--- config.mk ---
export PLATFORM = sky130hd
export DESIGN_NAME = lpm_cell
export DESIGN_NICKNAME = d
export VERILOG_FILES = /design/src/hw/rtl/assert_macros.svh /design/src/hw/rtl/lpm_pkg.sv /design/src/hw/rtl/lpm_cell.sv
export SDC_FILE = /design/constraint.sdc
export NUM_CORES = 1
export LEC_CHECK = 0
export BUFFER_PORTS_ARGS = -buffer_cell sky130_fd_sc_hd__buf_2
export CAP_MARGIN = 20
export CORE_MARGIN = 8
export CORE_UTILIZATION = 46
export CTS_BUF_LIST = sky130_fd_sc_hd__clkbuf_2
export CTS_CLUSTER_SIZE = 40
export DETAILED_ROUTE_END_ITERATION = 8
export PLACE_DENSITY = 0.88
export SLEW_MARGIN = 10
export SYNTH_ARGS = -nofsm -noshare
export SYNTH_HDL_FRONTEND = slang
export SYNTH_SLANG_ARGS = --single-unit
--- constraint.sdc ---
create_clock -name clk -period 13 [get_ports clk]
set_clock_uncertainty 0.1 [all_clocks]
set_input_delay 2.6 -clock clk [delete_from_list [all_inputs] [get_ports clk]]
set_output_delay 2.6 -clock clk [all_outputs]
set_load 0.01 [all_outputs]
--- src/hw/rtl/assert_macros.svh ---
// Assertion helpers; the enclosing scope supplies clk and rst.
`ifndef ASSERT_MACROS_SVH
`define ASSERT_MACROS_SVH

// Check on every clock edge outside reset.
`define ASSERT_CLK(label, prop, msg) \
  label: assert property (@(posedge clk) disable iff (rst) (prop)) else $error(msg);

// Check on every clock edge, reset included.
`define ASSERT_ALWAYS(label, prop, msg) \
  label: assert property (@(posedge clk) (prop)) else $error(msg);

`endif

--- src/hw/rtl/lpm_pkg.sv ---
package lpm_pkg;

  localparam int DEF_TABLE_ENTRIES = 32;
  localparam int PORT_COUNT        = 16;

  typedef enum logic {
    OP_WRITE  = 1'b0,
    OP_LOOKUP = 1'b1
  } lpm_op_t;

  typedef struct packed {
    lpm_op_t     operation;
    logic [4:0]  slot;
    logic        entry_valid;
    logic [31:0] entry_dest;
    logic [31:0] entry_mask;
    logic [31:0] entry_gateway;
    logic [3:0]  entry_port;
    logic [31:0] lookup_address;
  } lpm_req_t;

  typedef struct packed {
    logic        hit;
    logic [31:0] hop_addr;
    logic [3:0]  out_port;
    logic [4:0]  matched_slot;
  } lpm_rsp_t;

  // Beat handed from cell to cell: the request plus the best route so far.
  typedef struct packed {
    lpm_req_t    req;
    logic        found;
    logic [31:0] best_mask;
    logic [31:0] best_gateway;
    logic [3:0]  best_port;
    logic [4:0]  best_slot;
  } lpm_beat_t;

endpackage

--- src/hw/rtl/lpm_cell.sv ---
module lpm_cell #(
  parameter int CELL_INDEX = 0
) (
  input  logic              clk,
  input  logic              rst,
  input  logic              advance,
  input  logic              vld_in,
  input  lpm_pkg::lpm_beat_t beat_in,
  output logic              vld_out,
  output lpm_pkg::lpm_beat_t beat_out
);
  import lpm_pkg::*;

  logic        active;
  logic [31:0] dest;
  logic [31:0] mask;
  logic [31:0] gateway;
  logic [3:0]  port;

  logic      sel_write;
  logic      match;
  logic      better;
  lpm_beat_t beat_next;

  always_comb begin
    sel_write = vld_in && (beat_in.req.operation == OP_WRITE) &&
                (32'(beat_in.req.slot) == 32'(CELL_INDEX));
    match     = active && ((beat_in.req.lookup_address & mask) == (dest & mask));
    better    = vld_in && (beat_in.req.operation == OP_LOOKUP) && match &&
                (!beat_in.found || (mask > beat_in.best_mask));
    beat_next = beat_in;
    if (better) begin
      beat_next.found        = 1'b1;
      beat_next.best_mask    = mask;
      beat_next.best_gateway = gateway;
      beat_next.best_port    = port;
      beat_next.best_slot    = 5'(CELL_INDEX);
    end
  end

  always_ff @(posedge clk) begin
    if (rst) begin
      active  <= 1'b0;
      vld_out <= 1'b0;
    end else if (advance) begin
      vld_out <= vld_in;
      if (sel_write) begin
        active <= beat_in.req.entry_valid;
      end
    end
  end

  always_ff @(posedge clk) begin
    if (advance) begin
      beat_out <= beat_next;
      if (sel_write) begin
        dest    <= beat_in.req.entry_dest;
        mask    <= beat_in.req.entry_mask;
        gateway <= beat_in.req.entry_gateway;
        port    <= beat_in.req.entry_port;
      end
    end
  end

endmodule

==> results of run 1 <==
-- kinds of logic (layout without fill, tap and decap cells) --
kind of cell    count (synthesis)  count (layout)  synth area share, %
xor+xnor                       32              32                2.353
other cells                     0               3                    0
mux                            69              69                8.560
simple gates                   42              42                1.943
compound gates                 45              45                2.626
fa+ha+maj                      32              32                3.361
flops                         315             315                79.24
buf+inv                        41             599                1.922
-- synthesized netlist by cell type, drive strengths merged (3+ instances only) --
library cell and n:
mux2 68, xor2 32, nand2 10, a22oi 11, nor2 3, a221oi 3
nand4 10, and2 5, o21ai 6, buf 7, edfxtp 313, a21oi 16
ha 32, inv 34, nand3 4
-- how the worst min path moves through the flow --
stage                      endpoint  slack (ns)  depth (start not counted)
2_1_floorplan   active$_SDFFE_PP0P_        0.36                          2
3_3_place_gp   vld_out$_SDFFE_PP0P_        0.35                          2
3_5_place_dp   vld_out$_SDFFE_PP0P_        0.38                          2
4_1_cts        vld_out$_SDFFE_PP0P_        0.40                          2
5_1_grt        vld_out$_SDFFE_PP0P_        0.43                          2
6_report       vld_out$_SDFFE_PP0P_        0.40                          2
-- routing by layer --
layer | global-route usage [%] | up-vias | wire (um)
li1 | - | 3321 | -
met5 | 0 | - | 39
met3 | 7.019 | 74 | 2805
met2 | 35.42 | 352 | 17170
met1 | 20.47 | 3524 | 11350
met4 | 8.126 | 6 | 949
-- metrics by stage --
stage	worst slack (ns)	total power, uW	instance area [sq um]	hold WS, ns	std cells
floorplan	3.567	1277	11920	0.3600	576
global placement	6.334	1395	14450	0.3527	1340
detailed placement	6.257	1404	14450	0.3831	1340
CTS	7.140	2082	15180	0.4005	1469
global route	6.940	2143	15190	0.4286	1472
finish	6.999	2052	15190	0.4042	1472
-- placed cells by master, fill, tap and decap left out, types with 11 or more instances in the layout --
cell type  Yosys  final
clkbuf_2       0    104
mux2_4        65     65
inv_1         34     34
xor2_1        32     32
edfxtp_1     313    313
a22oi_1       11     11
buf_2          0    429
a21oi_1       16     16
ha_1          32     32
clkinv_1       0     13
-- critical path: stages --
cell	delay, ns
buf_2	0.09
inv_1	0.04
ha_1	0.32
a21oi_1	0.16
o21ai_0	0.14
a221oi_1	0.57
a21oi_1	0.21
o211ai_4	0.92
buf_4	0.86
mux2_2	0.41
-- state kept, by name, summed over array words and instances (netlist names) --
name / count
dest: 32
active: 1
port: 4
vld_out: 1
mask: 32
beat_out: 213
gateway: 32
-- power groups by stage --
stage	Sequential [uW]	Combinational (uW)	Clock, uW
finish	1190	185	675
global placement	1210	182	0
global route	1200	199	747
floorplan	1250	31.7	0
detailed placement	1220	188	0
CTS	1190	189	701
-- cell type report --
class / count / area share (%)
multi-input combinational: 220 / 14.87
clock inverter: 25 / 1.392
clock buffer: 104 / 3.426
antenna: 3 / 0.04942
timing repair buffer: 436 / 14.53
sequential: 315 / 62.13
inverter: 34 / 0.8401
tap: 335 / 2.759
==> reports/metrics.cfg, run 1 <==
[logic_synthesis]
ys.flop_type = edfxtp_1
synth_top_area_cell = edfxtp_1
ys_seq_area_share_pct = 79.24
synth_area_sq_um = 11910
ys_seq_elements = 315
avgSynthCellArea_sq_um = 20.68
async_flop_share_pct = 0
postSynthCellCount = 576
synth_top_area_share_pct = 78.90
synth_nets = 825
synth_area_leaders = edfxtp_1 79%, mux2_4 8.2%, ha_1 3.4%, xor2_1 2.4%, inv_1 1.1%
synth_edf_count = 313
yosys_warnings = 0
synth_cell_type_count = 35

[power_and_ir_drop]
power_density_nw_per_um2 = 135.1
p_int_uw = 1554
p_comb_share_pct = 9.0
clockPowerShare_pct = 32.9
power.leakage_uw = 0.006626
switchingPower_uw = 497.9
ir_worst_vdd_mv = 0.07737
p_seq_share_pct = 58.1
swShare_pct = 24.26

[sta]
drv_slew = 0
post-route-period-util_pct = 46.16
finalSetupViolCount = 0
hold_viol = 0
rsz0062_at_grt = false
setup_tns_ns = 0
fmax_mhz = 166.6
slew-limit-headroom_pct = 26.22
worst_pin_slew_ns = 1.101
min_period_ns = 6.001

[clock_tree]
cts-htree-levels = 3
cts.path.max_buffers = 3
insertion_delay_ns = 0.78
clk_pin_slew_ns = 0.10
cts_root_buf = clkbuf_2
postCtsSetupBuffers = 0
clock-sinks = 315
ctsResizeCount = 0
cts_tree = done
cts_buffers = 78
hold_buffers = 0

[detailed_routing]
wl_per_cell_um = 21.95
ant_nets = 0
vias = 7277
vias_per_cell = 4.944
firstDrtPassIters = 5
initialDrtViolationCount = 371
wirelength_um = 32320
remaining_drc_errors = 0

[placement]
port_buffers = 430
gp_congestion = 0.8280
dp_hpwl_um = 24950

[setup_path]
cp.arrival_ns = 6.40
worstPathRequired_ns = 13.40
r2r-start = mask[27]$_DFFE_PP_
path_class = in -> reg
worst_setup_path_end_kind = register
crit_path_end = beat_out[5]$_DFFE_PP_
cp-start-kind = input pin
reg2regPathDepth = 8
r2r_end = beat_out[5]$_DFFE_PP_
cp_max_fo = 51
rrSetupSlack_ns = 8.50
startpoint = beat_in[68]

[run_status]
status = completed

[global_route]
grtUsageTotal_pct = 19.66
grt_max_degree = 69
grt_pass1_vias = 7956
antenna_found_initial = 6
grt_pass1_wl_um = 45910
grt_overflow = 0

[finish]
drive_above_1_share_pct = 55.03
syn_to_final_growth_pct = 27.53
utilization_pct = 58.97
multi_input_area_sq_um = 2260
fillCellCount = 1970
fin_nets = 1334
regArea_sq_um = 9439

[floorplanning]
dieArea_sq_um = 31300
initial_core_util_pct = 46.24
die_x_um = 176.9
ios = 431
die_y_um = 176.9
core_area_sq_um = 25760
rows = 59

[worst_hold_path]
min_from = vld_out$_SDFFE_PP0P_
min_path_type = reg -> reg

[flow_run]
cap_violations = 0

No activity file was read; power rests on OpenSTA's default activity.
==> run 2: changes to the inputs <==
- ABC_AREA: unset -> 1
- clock period: 13 -> 5.1 ns (I/O delays scaled with it)
==> reports/metrics.cfg, run 2 <==
[logic_synthesis]
synth_edf_count = 313  ; unchanged
ys_seq_area_share_pct = 79.49  ; +0.25 points
async_flop_share_pct = 0  ; unchanged
synth_area_sq_um = 11880  ; -0.32%
avgSynthCellArea_sq_um = 14.73  ; -29%
synth_nets = 1055  ; +28%
synth_top_area_share_pct = 79.15  ; +0.25 points
synth_cell_type_count = 27  ; -23%
synth_area_leaders = edfxtp_1 79%, nand2_1 6.4%, ha_1 3.4%, nand3_1 3.2%, inv_1 1.4%
postSynthCellCount = 806  ; +40%
yosys_warnings = 0  ; unchanged
ys_seq_elements = 315  ; unchanged
synth_top_area_cell = edfxtp_1
synth_common_cells = 313 x edfxtp_1, 201 x nand2_1, 75 x nand3_1, 43 x inv_1, 35 x nor2_1
yosysMostFrequentCell = edfxtp_1
ys.flop_type = edfxtp_1

[global_route]
grt_overflow = 0  ; unchanged
grt_pass1_vias = 8970  ; +13%
grt_max_degree = 107  ; +55%
grtUsageTotal_pct = 21.27  ; +1.6 points
grt_pass1_wl_um = 50470  ; +10%
antenna_found_initial = 7  ; +1

[sta]
holdWs_ns = 0.2600  ; -0.1442 ns
slew-limit-headroom_pct = 41.06  ; +15 points
worst_pin_slew_ns = 0.8840  ; -0.2174 ns
finalSetupViolCount = 0  ; unchanged
post-route-period-util_pct = 61.69
hold_viol = 0  ; unchanged
setup_tns_ns = 0  ; unchanged
rsz0062_at_grt = false
fmax_mhz = 317.8
drv_slew = 0  ; unchanged
min_period_ns = 3.146

[floorplanning]
core_area_sq_um = 25690  ; -0.29%
rows = 59  ; unchanged
die_x_um = 176.7  ; -0.14%
initial_core_util_pct = 46.23  ; about the same
dieArea_sq_um = 31210  ; -0.29%
ios = 431  ; unchanged
die_y_um = 176.7  ; -0.14%

[setup_path]
cp.arrival_ns = 3.50  ; -2.90 ns
cpPeakStageDelay_ns = 0.50  ; -0.42 ns
cp-start-kind = register
worstPathRequired_ns = 5.46  ; -7.94 ns
slowest_stage = edfxtp_1
startpoint = mask[3]$_DFFE_PP_
worst_setup_path_end_kind = register
path_buf_inv = 2  ; -1
crit_top_cell = nand2_1
path_delay_family = simple AND/OR/NAND/NOR gates
path_class = reg -> reg
r2r-start = mask[3]$_DFFE_PP_
crit_chain = ha_1 -> nand2_1 -> inv_1 -> nand2_1 -> nand2_1 -> nand2_1 -> nand2_1 -> nand2_1 -> nand2_1 -> nand2_1 -> nand2_1 -> nand2_1 -> nand2_4 -> nand2_2 -> buf_4 -> nand2_1 -> nand2_1
cp_max_fo = 39  ; -24%

[finish]
syn_to_final_growth_pct = 27.25
largest_reg_flops = 213  ; unchanged
final_common_cell = buf_2
drive_above_1_share_pct = 41.32  ; -14 points
fin_cells = 1693  ; +15%
top_register = beat_out
fin_nets = 1550  ; +16%
design_area_sq_um = 15110  ; -0.54%
layout_common_cells = 429 x buf_2, 313 x edfxtp_1, 199 x nand2_1

[detailed_routing]
remaining_drc_errors = 0  ; unchanged
wl_per_cell_um = 20.52  ; -6.5%
ant_nets = 0  ; unchanged
vias = 8504  ; +17%
firstDrtPassIters = 7  ; +2
wirelength_um = 34740  ; +7.5%
vias_per_cell = 5.023  ; +1.6%
initialDrtViolationCount = 560  ; +51%

[clock_tree]
ctsResizeCount = 0  ; unchanged
clk_pin_slew_ns = 0.11  ; about the same
cts_tree = done
insertion_delay_ns = 0.82  ; +0.04 ns
cts-htree-levels = 3  ; unchanged
cts_root_buf = clkbuf_2
cts_buffers = 77  ; -1.3%
hold_buffers = 0  ; unchanged
postCtsSetupBuffers = 0  ; unchanged
cts.path.max_buffers = 3  ; unchanged
clock-sinks = 315  ; unchanged

[flow_run]
cap_violations = 0  ; unchanged

[worst_hold_path]
min_from = rst
min_path_type = in -> reg

[placement]
gp_congestion = 0.8745  ; +5.6%
port_buffers = 430  ; unchanged
place_area_sq_um = 14430  ; -0.17%
dp_hpwl_um = 26300  ; +5.4%
dp.cells = 1557  ; +16%

[power_and_ir_drop]
ir_worst_vdd_mv = 0.2488  ; +220%
power_density_nw_per_um2 = 337.9  ; +150%
power.leakage_uw = 0.006676  ; +0.75%

[run_status]
status = completed

[run 2: cell types whose count changed in the layout (fill, tap and decap cells not counted), sizes merged, moves of 6 or more]
cell    delta
xor2      -32
o21ai     +18
nand3     +71
a21oi      +8
mux2      -68
a22oi     -11
nand2    +191
nor2      +33
nand4      -6
inv        +8
a21boi    +11
[run 2: area by class of cell]
cell class | instances | area (sq um)
antenna | 5 | 12.51
clock buffer | 108 | 540.5
clock inverter | 23 | 130.1
fill | 1997 | 10580
inverter | 43 | 161.4
multi-input combinational | 425 | 2166
sequential | 315 | 9439
tap | 335 | 419.2
timing repair buffer | 439 | 2242
[run 2: power breakdown]
group	leakage, uW	internal [uW]	switching, uW
registers	0.00300	3000	38.5
clock network	0.000508	622	977
logic	0.00317	182	286
total	0.00668	3800	1300
[run 2: path summary, 6_finish.rpt]
path	endpoint	slack, ns	cells past startpoint
worst max-delay path	beat_out[57]$_DFFE_PP_	1.95	17
worst min-delay path	vld_out$_SDFFE_PP0P_	0.26	2
worst max register to register	beat_out[57]$_DFFE_PP_	1.95	17
worst min register to register	vld_out$_SDFFE_PP0P_	0.37	2
[run 2: stage by stage]
step                setup WS, ns  util [%]  total power, uW
CTS                        1.928     58.77             5165
floorplan                 0.1410         -             3245
global route               1.705     58.81             5335
global placement           1.355     56.16             3550
finish                     1.954     58.82             5106
detailed placement         1.301     56.16             3570
[run 2: logic make-up (layout without fill, tap and decap cells)]
logic type               after synthesis  count (layout)  synth area share (%)
AND/OR/NAND/NOR                      322             322                 11.18
flip-flops                           315             315                 79.49
AO/OA/AOI/OAI                         71              71                 3.435
buffers and inverters                 66             613                 2.529
adder cells (fa/ha/maj)               32              32                 3.372
other                                  0               5                     0
[run 2: metal layers]
| metal | vias up | GRT usage, % | share of wire [%] |
|---|---|---|---|
| li1 | 3953 | - | - |
| met3 | 78 | 8.556 | 11 |
| met1 | 4012 | 23.47 | 36 |
| met2 | 455 | 36.00 | 50 |
| met4 | 6 | 9.002 | 2.7 |
| met5 | - | 0 | 0.092 |
[run 2: worst reg2reg max path, cell delays in order, from the launching register on]
cell and delay, ns:
edfxtp_1 0.50, ha_1 0.35, nand2_1 0.06, inv_1 0.06, nand2_1 0.05, nand2_1 0.05
nand2_1 0.05, nand2_1 0.11, nand2_1 0.06, nand2_1 0.13, nand2_1 0.07, nand2_1 0.05
nand2_1 0.08, nand2_4 0.07, nand2_2 0.45, buf_4 0.44, nand2_1 0.08, nand2_1 0.05
