`config.mk`:
```
export PLATFORM = sky130hd
export DESIGN_NAME = lpm_result
export DESIGN_NICKNAME = d
export VERILOG_FILES = /design/src/hw/rtl/assert_macros.svh /design/src/hw/rtl/lpm_pkg.sv /design/src/hw/rtl/lpm_result.sv
export SDC_FILE = /design/constraint.sdc
export NUM_CORES = 1
export LEC_CHECK = 0
export BUFFER_PORTS_ARGS = -buffer_cell sky130_fd_sc_hd__buf_2
export CAP_MARGIN = 20
export CORE_AREA = 2 2 102 104
export CTS_CLUSTER_SIZE = 24
export DETAILED_ROUTE_END_ITERATION = 10
export DIE_AREA = 0 0 104 106
export SLEW_MARGIN = 15
export SYNTH_ARGS = -nofsm -noshare
export SYNTH_HDL_FRONTEND = slang
export SYNTH_SLANG_ARGS = --single-unit
```
`constraint.sdc`:
```
create_clock -name clk -period 1.2 [get_ports clk]
set_input_delay 0.12 -clock clk [delete_from_list [all_inputs] [get_ports clk]]
set_output_delay 0.12 -clock clk [all_outputs]
set_load 0.02 [all_outputs]
```
`src/hw/rtl/assert_macros.svh`:
```
// Assertion helpers; the enclosing scope supplies clk and rst.
`ifndef ASSERT_MACROS_SVH
`define ASSERT_MACROS_SVH

// Check on every clock edge outside reset.
`define ASSERT_CLK(label, prop, msg) \
  label: assert property (@(posedge clk) disable iff (rst) (prop)) else $error(msg);

// Check on every clock edge, reset included.
`define ASSERT_ALWAYS(label, prop, msg) \
  label: assert property (@(posedge clk) (prop)) else $error(msg);

`endif

```
`src/hw/rtl/lpm_pkg.sv`:
```
package lpm_pkg;

  localparam int DEF_TABLE_ENTRIES = 32;
  localparam int PORT_COUNT        = 16;

  typedef enum logic {
    OP_WRITE  = 1'b0,
    OP_LOOKUP = 1'b1
  } lpm_op_t;

  typedef struct packed {
    lpm_op_t     operation;
    logic [4:0]  slot;
    logic        entry_valid;
    logic [31:0] entry_dest;
    logic [31:0] entry_mask;
    logic [31:0] entry_gateway;
    logic [3:0]  entry_port;
    logic [31:0] lookup_address;
  } lpm_req_t;

  typedef struct packed {
    logic        hit;
    logic [31:0] hop_addr;
    logic [3:0]  out_port;
    logic [4:0]  matched_slot;
  } lpm_rsp_t;

  // Beat handed from cell to cell: the request plus the best route so far.
  typedef struct packed {
    lpm_req_t    req;
    logic        found;
    logic [31:0] best_mask;
    logic [31:0] best_gateway;
    logic [3:0]  best_port;
    logic [4:0]  best_slot;
  } lpm_beat_t;

endpackage

```
`src/hw/rtl/lpm_result.sv`:
```
module lpm_result (
  input  logic               clk,
  input  logic               rst,
  input  logic               advance,
  input  logic               vld_in,
  input  lpm_pkg::lpm_beat_t beat_in,
  output logic               rsp_valid,
  output lpm_pkg::lpm_rsp_t  rsp_data
);
  import lpm_pkg::*;

  lpm_rsp_t rsp_next;

  always_comb begin
    rsp_next = '0;
    if (beat_in.found) begin
      rsp_next.hit          = 1'b1;
      rsp_next.hop_addr     = (beat_in.best_gateway != 32'd0) ? beat_in.best_gateway
                                                               : beat_in.req.lookup_address;
      rsp_next.out_port     = beat_in.best_port;
      rsp_next.matched_slot = beat_in.best_slot;
    end
  end

  always_ff @(posedge clk) begin
    if (rst) begin
      rsp_valid <= 1'b0;
    end else if (advance) begin
      rsp_valid <= vld_in && (beat_in.req.operation == OP_LOOKUP);
    end
  end

  always_ff @(posedge clk) begin
    if (advance) begin
      rsp_data <= rsp_next;
    end
  end

endmodule
```
==> results of run 1 <==
-- cells by family (layout without fill, tap and decap cells) --
logic type	after synthesis	count (layout)
buf+inv	14	155
simple gates	85	85
flops	43	43
compound gates	33	33
-- cell usage after synthesis --
master / number
edfxtp_1: 42
nand4_1: 1
o31ai_2: 28
buf_6: 6
and2_1: 9
dfxtp_1: 1
o31ai_4: 2
nand2_1: 64
nand2b_1: 1
a21oi_1: 1
nand3_1: 1
nor4_2: 1
nand4_2: 1
clkbuf_1: 8
nor4_1: 7
o31ai_1: 2
-- worst min-delay path, delay by kind of cell --
| family | cells | cell delay [ns] |
|---|---|---|
| buffers and inverters | 1 | 0.10 |
| and+or+nand+nor | 1 | 0.07 |
| AOI/OAI and AO/OA | 1 | 0.06 |
-- per-layer routing --
metal	vias up	part of all wire, %	global-route usage, %
li1	920	-	-
met1	885	45	17.0
met2	85	42	17.5
met3	2	12	6.25
met4	0	0.66	3.47
met5	-	0	0
-- metrics by stage --
step | hold slack (ns) | cell area (sq um)
after global placement | 0.276 | 3170
after global routing | 0.0961 | 3510
after detailed placement | 0.280 | 3170
after CTS | 0.0774 | 3400
after floorplan | 0.189 | 2210
final | 0.0915 | 3510
-- layout by cell type (no fill, tap or decap), drive strengths merged --
cell type and instances:
buf 146, nand2 64, edfxtp 42, o31ai 32
and2 9, nor4 8, clkbuf 5, clkinv 3
nand4 2, nand2b 1, nand3 1, a21oi 1
dlygate4sd3 1, dfxtp 1
-- power breakdown --
group / switching, mW / total [mW] / internal (mW)
Sequential: 0.0295 / 1.80 / 1.77
Combinational: 0.439 / 0.750 / 0.310
Clock: 0.527 / 0.927 / 0.400
-- registers in the layout, indices dropped and copies added, names as in the netlist --
signal / cells
rsp_data: 42
rsp_valid: 1
-- repair_timing --
item                       CTS  global route
hold endpoints to repair     1             0
pin swaps                   18             2
gates resized for setup     20            23
hold buffers                 1             0
setup endpoints to repair   32            32
setup buffers                0             0
-- path summary, 6_finish.rpt --
path | cells past startpoint | slack, ns | endpoint
max reg2reg | 2 | 0.65 | rsp_valid
max | 6 | 0.005 | rsp_data[39]
min | 3 | 0.09 | rsp_valid
min reg2reg | 2 | 0.46 | rsp_valid
-- cell type report --
class / instances / area, sq um
clock inverter: 3 / 15.0
timing repair buffer: 147 / 967
sequential: 43 / 1280
fill: 1035 / 6490
clock buffer: 5 / 68.8
tap: 136 / 170
multi-input combinational: 118 / 1010
==> impl_metrics.env, run 1 <==
export IMPL_grt_max_degree=45
export IMPL_insertion_delay_ns=0.29
export IMPL_rr_startpoint="rsp_valid"
export IMPL_yosys_area_top_type_share_pct=58.0
export IMPL_tightest_slew_ns=0.400
export IMPL_cp_arrival_ns=1.32
export IMPL_pre_cts_ws_ns=-0.529
export IMPL_hold_viol=0
export IMPL_fin_util_pct=35.1
export IMPL_fin_cells=452
export IMPL_setup_tns_ns=0
export IMPL_path_cells="buf_8 > nor4_4 > nand4_4 > buf_12 > buf_12 > o31ai_4"
export IMPL_layout_min_cycle_time_ns=1.19
export IMPL_synth_xor_area_share_pct=0
export IMPL_io_pins=260
export IMPL_cp_required_ns=1.33
export IMPL_port_buffers=121
export IMPL_drv_cap=0
export IMPL_crit_family="simple AND/OR/NAND/NOR gates"
export IMPL_drt_iter0_drc=66
export IMPL_antenna_left=0
export IMPL_via_count=1892
export IMPL_place_congestion=0.726
export IMPL_cts_buffers=5
export IMPL_antenna_found_initial=0
export IMPL_ys_seq_elements=43
export IMPL_slew_violations=0
export IMPL_p_total_mw=3.48
export IMPL_worstSetupPathType="in2reg"
export IMPL_dieHeight_um=106
export IMPL_drive_gt1_share_pct=61.7
export IMPL_critPathLaunchType="primary input"
export IMPL_yosysWarnings=0
export IMPL_skew_ns=0
export IMPL_worstPathMaxFanout=6
export IMPL_crit_buf_inv=3
export IMPL_fin_nets=532
export IMPL_synth_top_cell_by_area="edfxtp_1"
export IMPL_slowest_stage="nor4_4"
export IMPL_relSlewSlack_pct=73.1
export IMPL_setup_ws_ns=0.00528
export IMPL_ys_types=16
export IMPL_run_status="completed"
export IMPL_core_area_sq_um=10000
export IMPL_synth_compound_area_share_pct=19.0
export IMPL_setup_viol=0
export IMPL_syn_mean_instance_area_sq_um=12.4
export IMPL_crit_top_cell="buf_12"
export IMPL_path_clk_slew_ns=0.09
export IMPL_die_w_um=104
export IMPL_die_area_sq_um=11000
export IMPL_antenna_diode_count=0
export IMPL_drc_errors=0
export IMPL_synth_sequential_area_ratio_pct=58.9
export IMPL_syn_area_sq_um=2170
export IMPL_startpoint="beat_in[34]"
export IMPL_syn_to_final_growth_pct=61.4
export IMPL_wirelength_mm=6.93
export IMPL_start_util_pct=21.7
export IMPL_std_cell_rows=37
export IMPL_synthAdderAreaFrac_pct=0
export IMPL_synth_mux_area_share_pct=0
export IMPL_timing_final_crit_share_pct=99.6
export IMPL_htreeDepth=2
export IMPL_synth_area_top_cells="edfxtp_1 58%, o31ai_2 16%, nand2_1 11%"
export IMPL_drt_pre_antenna_iters=4
export IMPL_track_usage_pct=12.5
export IMPL_root_buffer="clkbuf_8"
export IMPL_max_stage_delay_ns=0.42
export IMPL_dp_hpwl_mm=5.29
export IMPL_grt_pass1_wl_mm=10.6
export IMPL_synth_top_family_by_area="compound AO/OA/AOI/OAI gates"
export IMPL_dp_cells=443
export IMPL_cts_tree="yes"
export IMPL_gr_total_overflow=0
export IMPL_wire_per_inst_um=15.3
export IMPL_syn_inst=175
export IMPL_clockBufferDepth=2
export IMPL_routed_via_density=4.19
export IMPL_maxClockFrequency_mhz=837
export IMPL_synth_simple_area_share_pct=17.6
export IMPL_grt_pass1_vias=1909
export IMPL_cts_sinks=43
export IMPL_vdd_drop_max_mv=0.352
export IMPL_endpoint_kind="flop"
export IMPL_leakage_nw=1.42
export IMPL_hp_start="beat_in[212]"
export IMPL_pwr_density_cell_nw_per_um2=992
export IMPL_rsz0062_at_grt="true"
export IMPL_syn_nets=392
export IMPL_worstHoldPathType="in2reg"
Note: power is estimated with default switching activity, not from simulation.
==> inputs of run 2 (changes only) <==
--- a/config.mk
+++ b/config.mk
@@ -5,12 +5,13 @@
 export SDC_FILE = /design/constraint.sdc
 export NUM_CORES = 1
 export LEC_CHECK = 0
+export ABC_AREA = 1
 export BUFFER_PORTS_ARGS = -buffer_cell sky130_fd_sc_hd__buf_2
 export CAP_MARGIN = 20
-export CORE_AREA = 2 2 102 104
+export CORE_AREA = 2 2 100 102
 export CTS_CLUSTER_SIZE = 24
 export DETAILED_ROUTE_END_ITERATION = 10
-export DIE_AREA = 0 0 104 106
+export DIE_AREA = 0 0 102 104
 export SLEW_MARGIN = 15
 export SYNTH_ARGS = -nofsm -noshare
 export SYNTH_HDL_FRONTEND = slang
==> run 2 against run 1 <==
The flow now finishes with violations (negative setup slack). Combinational power is 7.5% lower. Sequential power hardly changed. Area after synthesis is 4.5% higher. Critical path type unchanged. Critical endpoint is now rsp_data[24].
==> impl_metrics.env, run 2 <==
export IMPL_run_status="finished, violations left"
export IMPL_violations="negative setup slack"
export IMPL_leakage_nw=1.83
export IMPL_root_buffer="clkbuf_8"
export IMPL_seqCellArea_sq_um=1280
export IMPL_wl_met2_mm=3.01
export IMPL_endpoint_kind="flop"
export IMPL_track_usage_pct=11.6
export IMPL_cts_buffers=5
export IMPL_setup_viol=13
export IMPL_tightest_slew_ns=0.848
export IMPL_grt_pass1_wl_mm=9.44
export IMPL_die_w_um=102
export IMPL_ys_seq_elements=43
export IMPL_async_reset_ff_share_pct=0
export IMPL_relSlewSlack_pct=43.5
export IMPL_die_area_sq_um=10600
export IMPL_hold_worst_slack_ns=0.0635
export IMPL_multiInputGateArea_sq_um=850
export IMPL_synth_ff_type="edfxtp_1"
export IMPL_slew_violations=0
export IMPL_drt_pre_antenna_iters=4
export IMPL_worstSetupPathType="in2reg"
export IMPL_pre_cts_ws_ns=-0.381
export IMPL_largest_register_ffs=42
export IMPL_wirelength_mm=6.65
export IMPL_critPathLaunchType="primary input"
export IMPL_wire_per_inst_um=12.1
export IMPL_syn_area_sq_um=2270
export IMPL_setup_ws_ns=-0.0138
export IMPL_antenna_left=0
export IMPL_rsz0062_at_grt="true"
export IMPL_synth_edf_count=42
export IMPL_fin_nets=633
export IMPL_worstHoldPathType="in2reg"
export IMPL_syn_to_final_growth_pct=59.2
export IMPL_cp_required_ns=1.26
export IMPL_cts_sinks=43
export IMPL_drt_iter0_drc=37
export IMPL_yosysWarnings=0
export IMPL_drive_gt1_share_pct=50.6
export IMPL_layout_common_cells="115 x buf_2, 71 x nor2_1, 49 x nand2_1, 42 x edfxtp_1, 41 x inv_1"
export IMPL_syn_inst=266
export IMPL_drv_cap=0
export IMPL_layout_commonest_cell="buf_2"
export IMPL_skew_ns=0
export IMPL_dieHeight_um=104
export IMPL_drc_errors=0
export IMPL_dp_hpwl_mm=4.51
export IMPL_yosysMostFrequentCell="nor2_1"
export IMPL_grt_max_degree=45
export IMPL_vdd_drop_max_mv=0.434
export IMPL_gr_total_overflow=0
export IMPL_path_clk_slew_ns=0.09
export IMPL_top_regs="rsp_data x42, rsp_valid x1"
export IMPL_htreeDepth=2
export IMPL_hold_viol=0
export IMPL_std_cell_rows=36
export IMPL_ys_top_cells_by_count="83 x nor2_1, 63 x nand2_1, 42 x edfxtp_1, 41 x inv_1, 21 x nand2_2"
export IMPL_synth_area_top_cells="edfxtp_1 55%, nor2_1 14%, nand2_1 10%"
export IMPL_setup_tns_ns=-0.0699
export IMPL_fillCellCount=1022
export IMPL_synth_top_cell_by_area="edfxtp_1"
export IMPL_timing_final_crit_share_pct=101
export IMPL_wl_met3_um=687
export IMPL_port_buffers=121
export IMPL_clockBufferDepth=2
export IMPL_ys_types=13
export IMPL_io_pins=260
export IMPL_syn_mean_instance_area_sq_um=8.55
export IMPL_start_util_pct=23.8
export IMPL_core_area_sq_um=9550
export IMPL_antenna_found_initial=0
export IMPL_yosys_area_top_type_share_pct=55.5
export IMPL_cts_tree="yes"
export IMPL_routed_via_density=3.79
export IMPL_synth_sequential_area_ratio_pct=56.4
export IMPL_place_congestion=0.791
export IMPL_maxClockFrequency_mhz=824
export IMPL_insertion_delay_ns=0.30
export IMPL_routed_top_layer="met4"
export IMPL_cp_arrival_ns=1.28
export IMPL_worstPathMaxFanout=7
export IMPL_met1_length_mm=2.89
export IMPL_largest_register="rsp_data"
export IMPL_grt_pass1_vias=1911
export IMPL_syn_nets=483
export IMPL_antenna_diode_count=0
export IMPL_via_count=2084
export IMPL_layout_min_cycle_time_ns=1.21
export IMPL_pwr_density_cell_nw_per_um2=960
export IMPL_fin_util_pct=37.9
run 2: changes by cell type after synthesis, moves of 7 or more:
cell / before / now
and2_1: 9 / 0
nor4_1: 7 / 0
inv_1: 0 / 41
nor2_1: 0 / 83
o31ai_2: 28 / 0
nand2_2: 0 / 21
run 2: report_power, final:
| part | switching, mW | leakage, nW | internal, mW |
|---|---|---|---|
| Clock | 0.558 | 0.0443 | 0.417 |
| Combinational | 0.409 | 1.38 | 0.286 |
| Sequential | 0.0297 | 0.413 | 1.78 |
| Total | 0.997 | 1.83 | 2.48 |
run 2: worst paths after layout:
check                   start            to  slack, ns  cells past startpoint
setup reg to reg    rsp_valid     rsp_valid       0.56                      2
hold reg to reg     rsp_valid     rsp_valid       0.51                      2
hold / removal         vld_in     rsp_valid       0.06                      3
setup / recovery  beat_in[22]  rsp_data[24]      -0.01                     11
run 2: layer usage:
layer | up-vias | track usage, %
li1 | 1097 | -
met1 | 899 | 14.5
met2 | 83 | 18.2
met3 | 5 | 4.77
met4 | 0 | 3.14
met5 | - | 0
run 2: through the flow:
step	std cells	instance area, sq um	total power [mW]
6_report	550	3620	3.48
2_1_floorplan	266	2310	2.14
4_1_cts	537	3260	3.50
3_5_place_dp	528	3150	2.51
5_1_grt	550	3620	3.67
3_3_place_gp	528	3150	2.50
run 2: worst max-delay path, stage by stage:
cell and delay [ns]:
buf_6 0.10, nor2_2 0.11, nand2_2 0.08, nor2_4 0.14, nand2_4 0.08, nor2_8 0.19, buf_12 0.15, buf_12 0.13
nand2_2 0.05, nand2_1 0.04, nor2_1 0.06
run 2: what timing repair did:
action | in CTS | in global routing
buffers inserted | 0 | 9
gates resized for setup | 1 | 36
pin swaps | 0 | 24
endpoints found under the setup margin | 25 | 32
gates cloned | 0 | 4
hold endpoints to repair | 1 | 0
hold buffers | 1 | 0
run 2: layout make-up:
type | instances | share of cell area (%)
Sequential cell | 43 | 35.4
Inverter | 41 | 4.25
Multi-Input combinational cell | 171 | 23.5
Clock buffer | 5 | 1.90
Clock inverter | 3 | 0.691
Timing Repair Buffer | 154 | 29.7
Tap cell | 133 | 4.60
run 2: cell families after synthesis:
kind of cell | share of synthesized area [%]
AND/OR/NAND/NOR | 31.3
flip-flops | 56.4
buffers and inverters | 12.0
AO/OA/AOI/OAI | 0.330
==> inputs of run 3 (changes only) <==
--- a/config.mk
+++ b/config.mk
@@ -12,6 +12,8 @@
 export CTS_CLUSTER_SIZE = 24
 export DETAILED_ROUTE_END_ITERATION = 10
 export DIE_AREA = 0 0 102 104
+export PLACE_DENSITY = 0.71
+export REMOVE_ABC_BUFFERS = 1
 export SLEW_MARGIN = 15
 export SYNTH_ARGS = -nofsm -noshare
 export SYNTH_HDL_FRONTEND = slang
==> run 3 against run 2 <==
The run now ends clean. Critical endpoint is now rsp_data[25]. Cell count fell by 3.1%. Combinational power grew 1%. Sequential power about the same. Clock skew is the same. Die area did not move. Routed wire length fell by 1.6%. Highest routed layer unchanged. Design area is 4.1% lower. Critical path depth is the same. Global-route usage increased by 0.35 points. Register-to-register slack improved by 0.02 ns. Flip-flop and latch count stayed put.
==> impl_metrics.env, run 3 (synthesis gave the netlist of run 2 again) <==
export IMPL_run_status="completed"
export IMPL_leakage_nw=1.75
export IMPL_fin_util_pct=36.4
export IMPL_grt_pass1_vias=2045
export IMPL_skew_ns=0
export IMPL_layout_commonest_cell="buf_2"
export IMPL_insertion_delay_ns=0.29
export IMPL_antenna_left=0
export IMPL_clockBufferDepth=2
export IMPL_setup_viol=0
export IMPL_io_pins=260
export IMPL_die_area_sq_um=10600
export IMPL_std_cell_rows=36
export IMPL_drt_iter0_drc=54
export IMPL_antenna_diode_count=0
export IMPL_cts_sinks=43
export IMPL_endpoint_kind="flop"
export IMPL_layout_common_cells="103 x buf_2, 69 x nor2_1, 54 x nand2_1, 42 x edfxtp_1, 41 x inv_1"
export IMPL_layout_min_cycle_time_ns=1.16
export IMPL_worstPathMaxFanout=8
export IMPL_syn_to_final_growth_pct=52.7
export IMPL_fillCellCount=994
export IMPL_cp_required_ns=1.25
export IMPL_port_buffers=121
export IMPL_gr_total_overflow=0
export IMPL_pre_cts_ws_ns=-0.425
export IMPL_grt_pass1_wl_mm=9.78
export IMPL_wire_per_inst_um=12.3
export IMPL_grt_max_degree=45
export IMPL_pwr_density_cell_nw_per_um2=1020
export IMPL_htreeDepth=2
export IMPL_drive_gt1_share_pct=47.5
export IMPL_routed_via_density=3.83
export IMPL_tightest_slew_ns=0.800
export IMPL_drc_errors=0
export IMPL_antenna_found_initial=0
export IMPL_core_area_sq_um=9550
export IMPL_start_util_pct=23.8
export IMPL_timing_final_crit_share_pct=97.0
export IMPL_drv_cap=0
export IMPL_slew_violations=0
export IMPL_path_clk_slew_ns=0.08
export IMPL_rsz0062_at_grt="true"
export IMPL_critPathLaunchType="primary input"
export IMPL_relSlewSlack_pct=46.7
export IMPL_wirelength_mm=6.55
export IMPL_drt_pre_antenna_iters=4
export IMPL_fin_nets=616
export IMPL_vdd_drop_max_mv=0.466
export IMPL_largest_register="rsp_data"
export IMPL_dp_hpwl_mm=4.74
export IMPL_top_regs="rsp_data x42, rsp_valid x1"
export IMPL_die_w_um=102
export IMPL_root_buffer="clkbuf_8"
export IMPL_setup_tns_ns=0
export IMPL_cts_tree="yes"
export IMPL_maxClockFrequency_mhz=859
export IMPL_cp_arrival_ns=1.22
export IMPL_via_count=2044
export IMPL_largest_register_ffs=42
export IMPL_cts_buffers=5
export IMPL_hold_viol=0
export IMPL_place_congestion=0.723
export IMPL_dieHeight_um=104
export IMPL_setup_ws_ns=0.0358
export IMPL_track_usage_pct=11.9
export IMPL_worstHoldPathType="in2reg"
export IMPL_worstSetupPathType="in2reg"
## run 3: changes by cell type in the layout (fill, tap and decap cells not counted), sizes merged
cell and change:
buf -13, clkinv -2, clkbuf -1, clkinvlp -1
## run 3: final cells by class
| type | instances | area (sq um) | area share (%) |
|---|---|---|---|
| multi-input combinational | 171 | 847 | 24.4 |
| sequential | 43 | 1280 | 36.9 |
| clock buffer | 8 | 100 | 2.88 |
| timing repair buffer | 137 | 923 | 26.6 |
| inverter | 41 | 154 | 4.43 |
| tap | 133 | 166 | 4.79 |
## run 3: where the power goes
part / internal [mW] / switching, mW
Sequential: 1.78 / 0.0298
Combinational: 0.293 / 0.411
Clock: 0.526 / 0.507
Total: 2.59 / 0.948
## run 3: worst paths after layout
check | startpoint | endpoint | slack, ns | cells after the start
worst max-delay path | beat_in[20] | rsp_data[25] | 0.04 | 11
worst min-delay path | vld_in | rsp_valid | 0.08 | 3
worst max register to register | rsp_valid | rsp_valid | 0.58 | 2
worst min register to register | rsp_valid | rsp_valid | 0.51 | 2
## run 3: layer usage
metal,GRT usage [%],up-vias,wire [um]
met5,0,-,0
met4,2.76,0,54
met1,14.1,880,2780
li1,-,1059,-
met3,6.05,6,797
met2,19.1,99,2910
## run 3: repair_timing
| item | CTS | global route |
|---|---|---|
| hold buffers | 1 | 0 |
| setup endpoints to repair | 32 | 32 |
| hold endpoints to repair | 1 | 0 |
| pin swaps | 9 | 31 |
| gates cloned | 2 | 0 |
| resized for setup | 10 | 50 |
| buffers inserted | 2 | 0 |
## run 3: stage by stage
stage	cell area, sq um	cells	power (mW)	hold slack (ns)
finish	3470	533	3.54	0.0813
global route	3470	533	3.69	0.0855
CTS	3290	534	3.53	0.0629
detailed placement	3050	521	2.48	0.296
global placement	3050	521	2.47	0.285
floorplan	2150	255	2.12	0.198
## run 3: critical path, stage by stage
cell and delay (ns):
buf_2 0.13, nor2_4 0.08, nand2_2 0.07, nor2_4 0.15, nand2_4 0.08, nor2_8 0.16, buf_12 0.14, buf_12 0.13
nand2_2 0.04, nand2_1 0.06, nor2_1 0.06
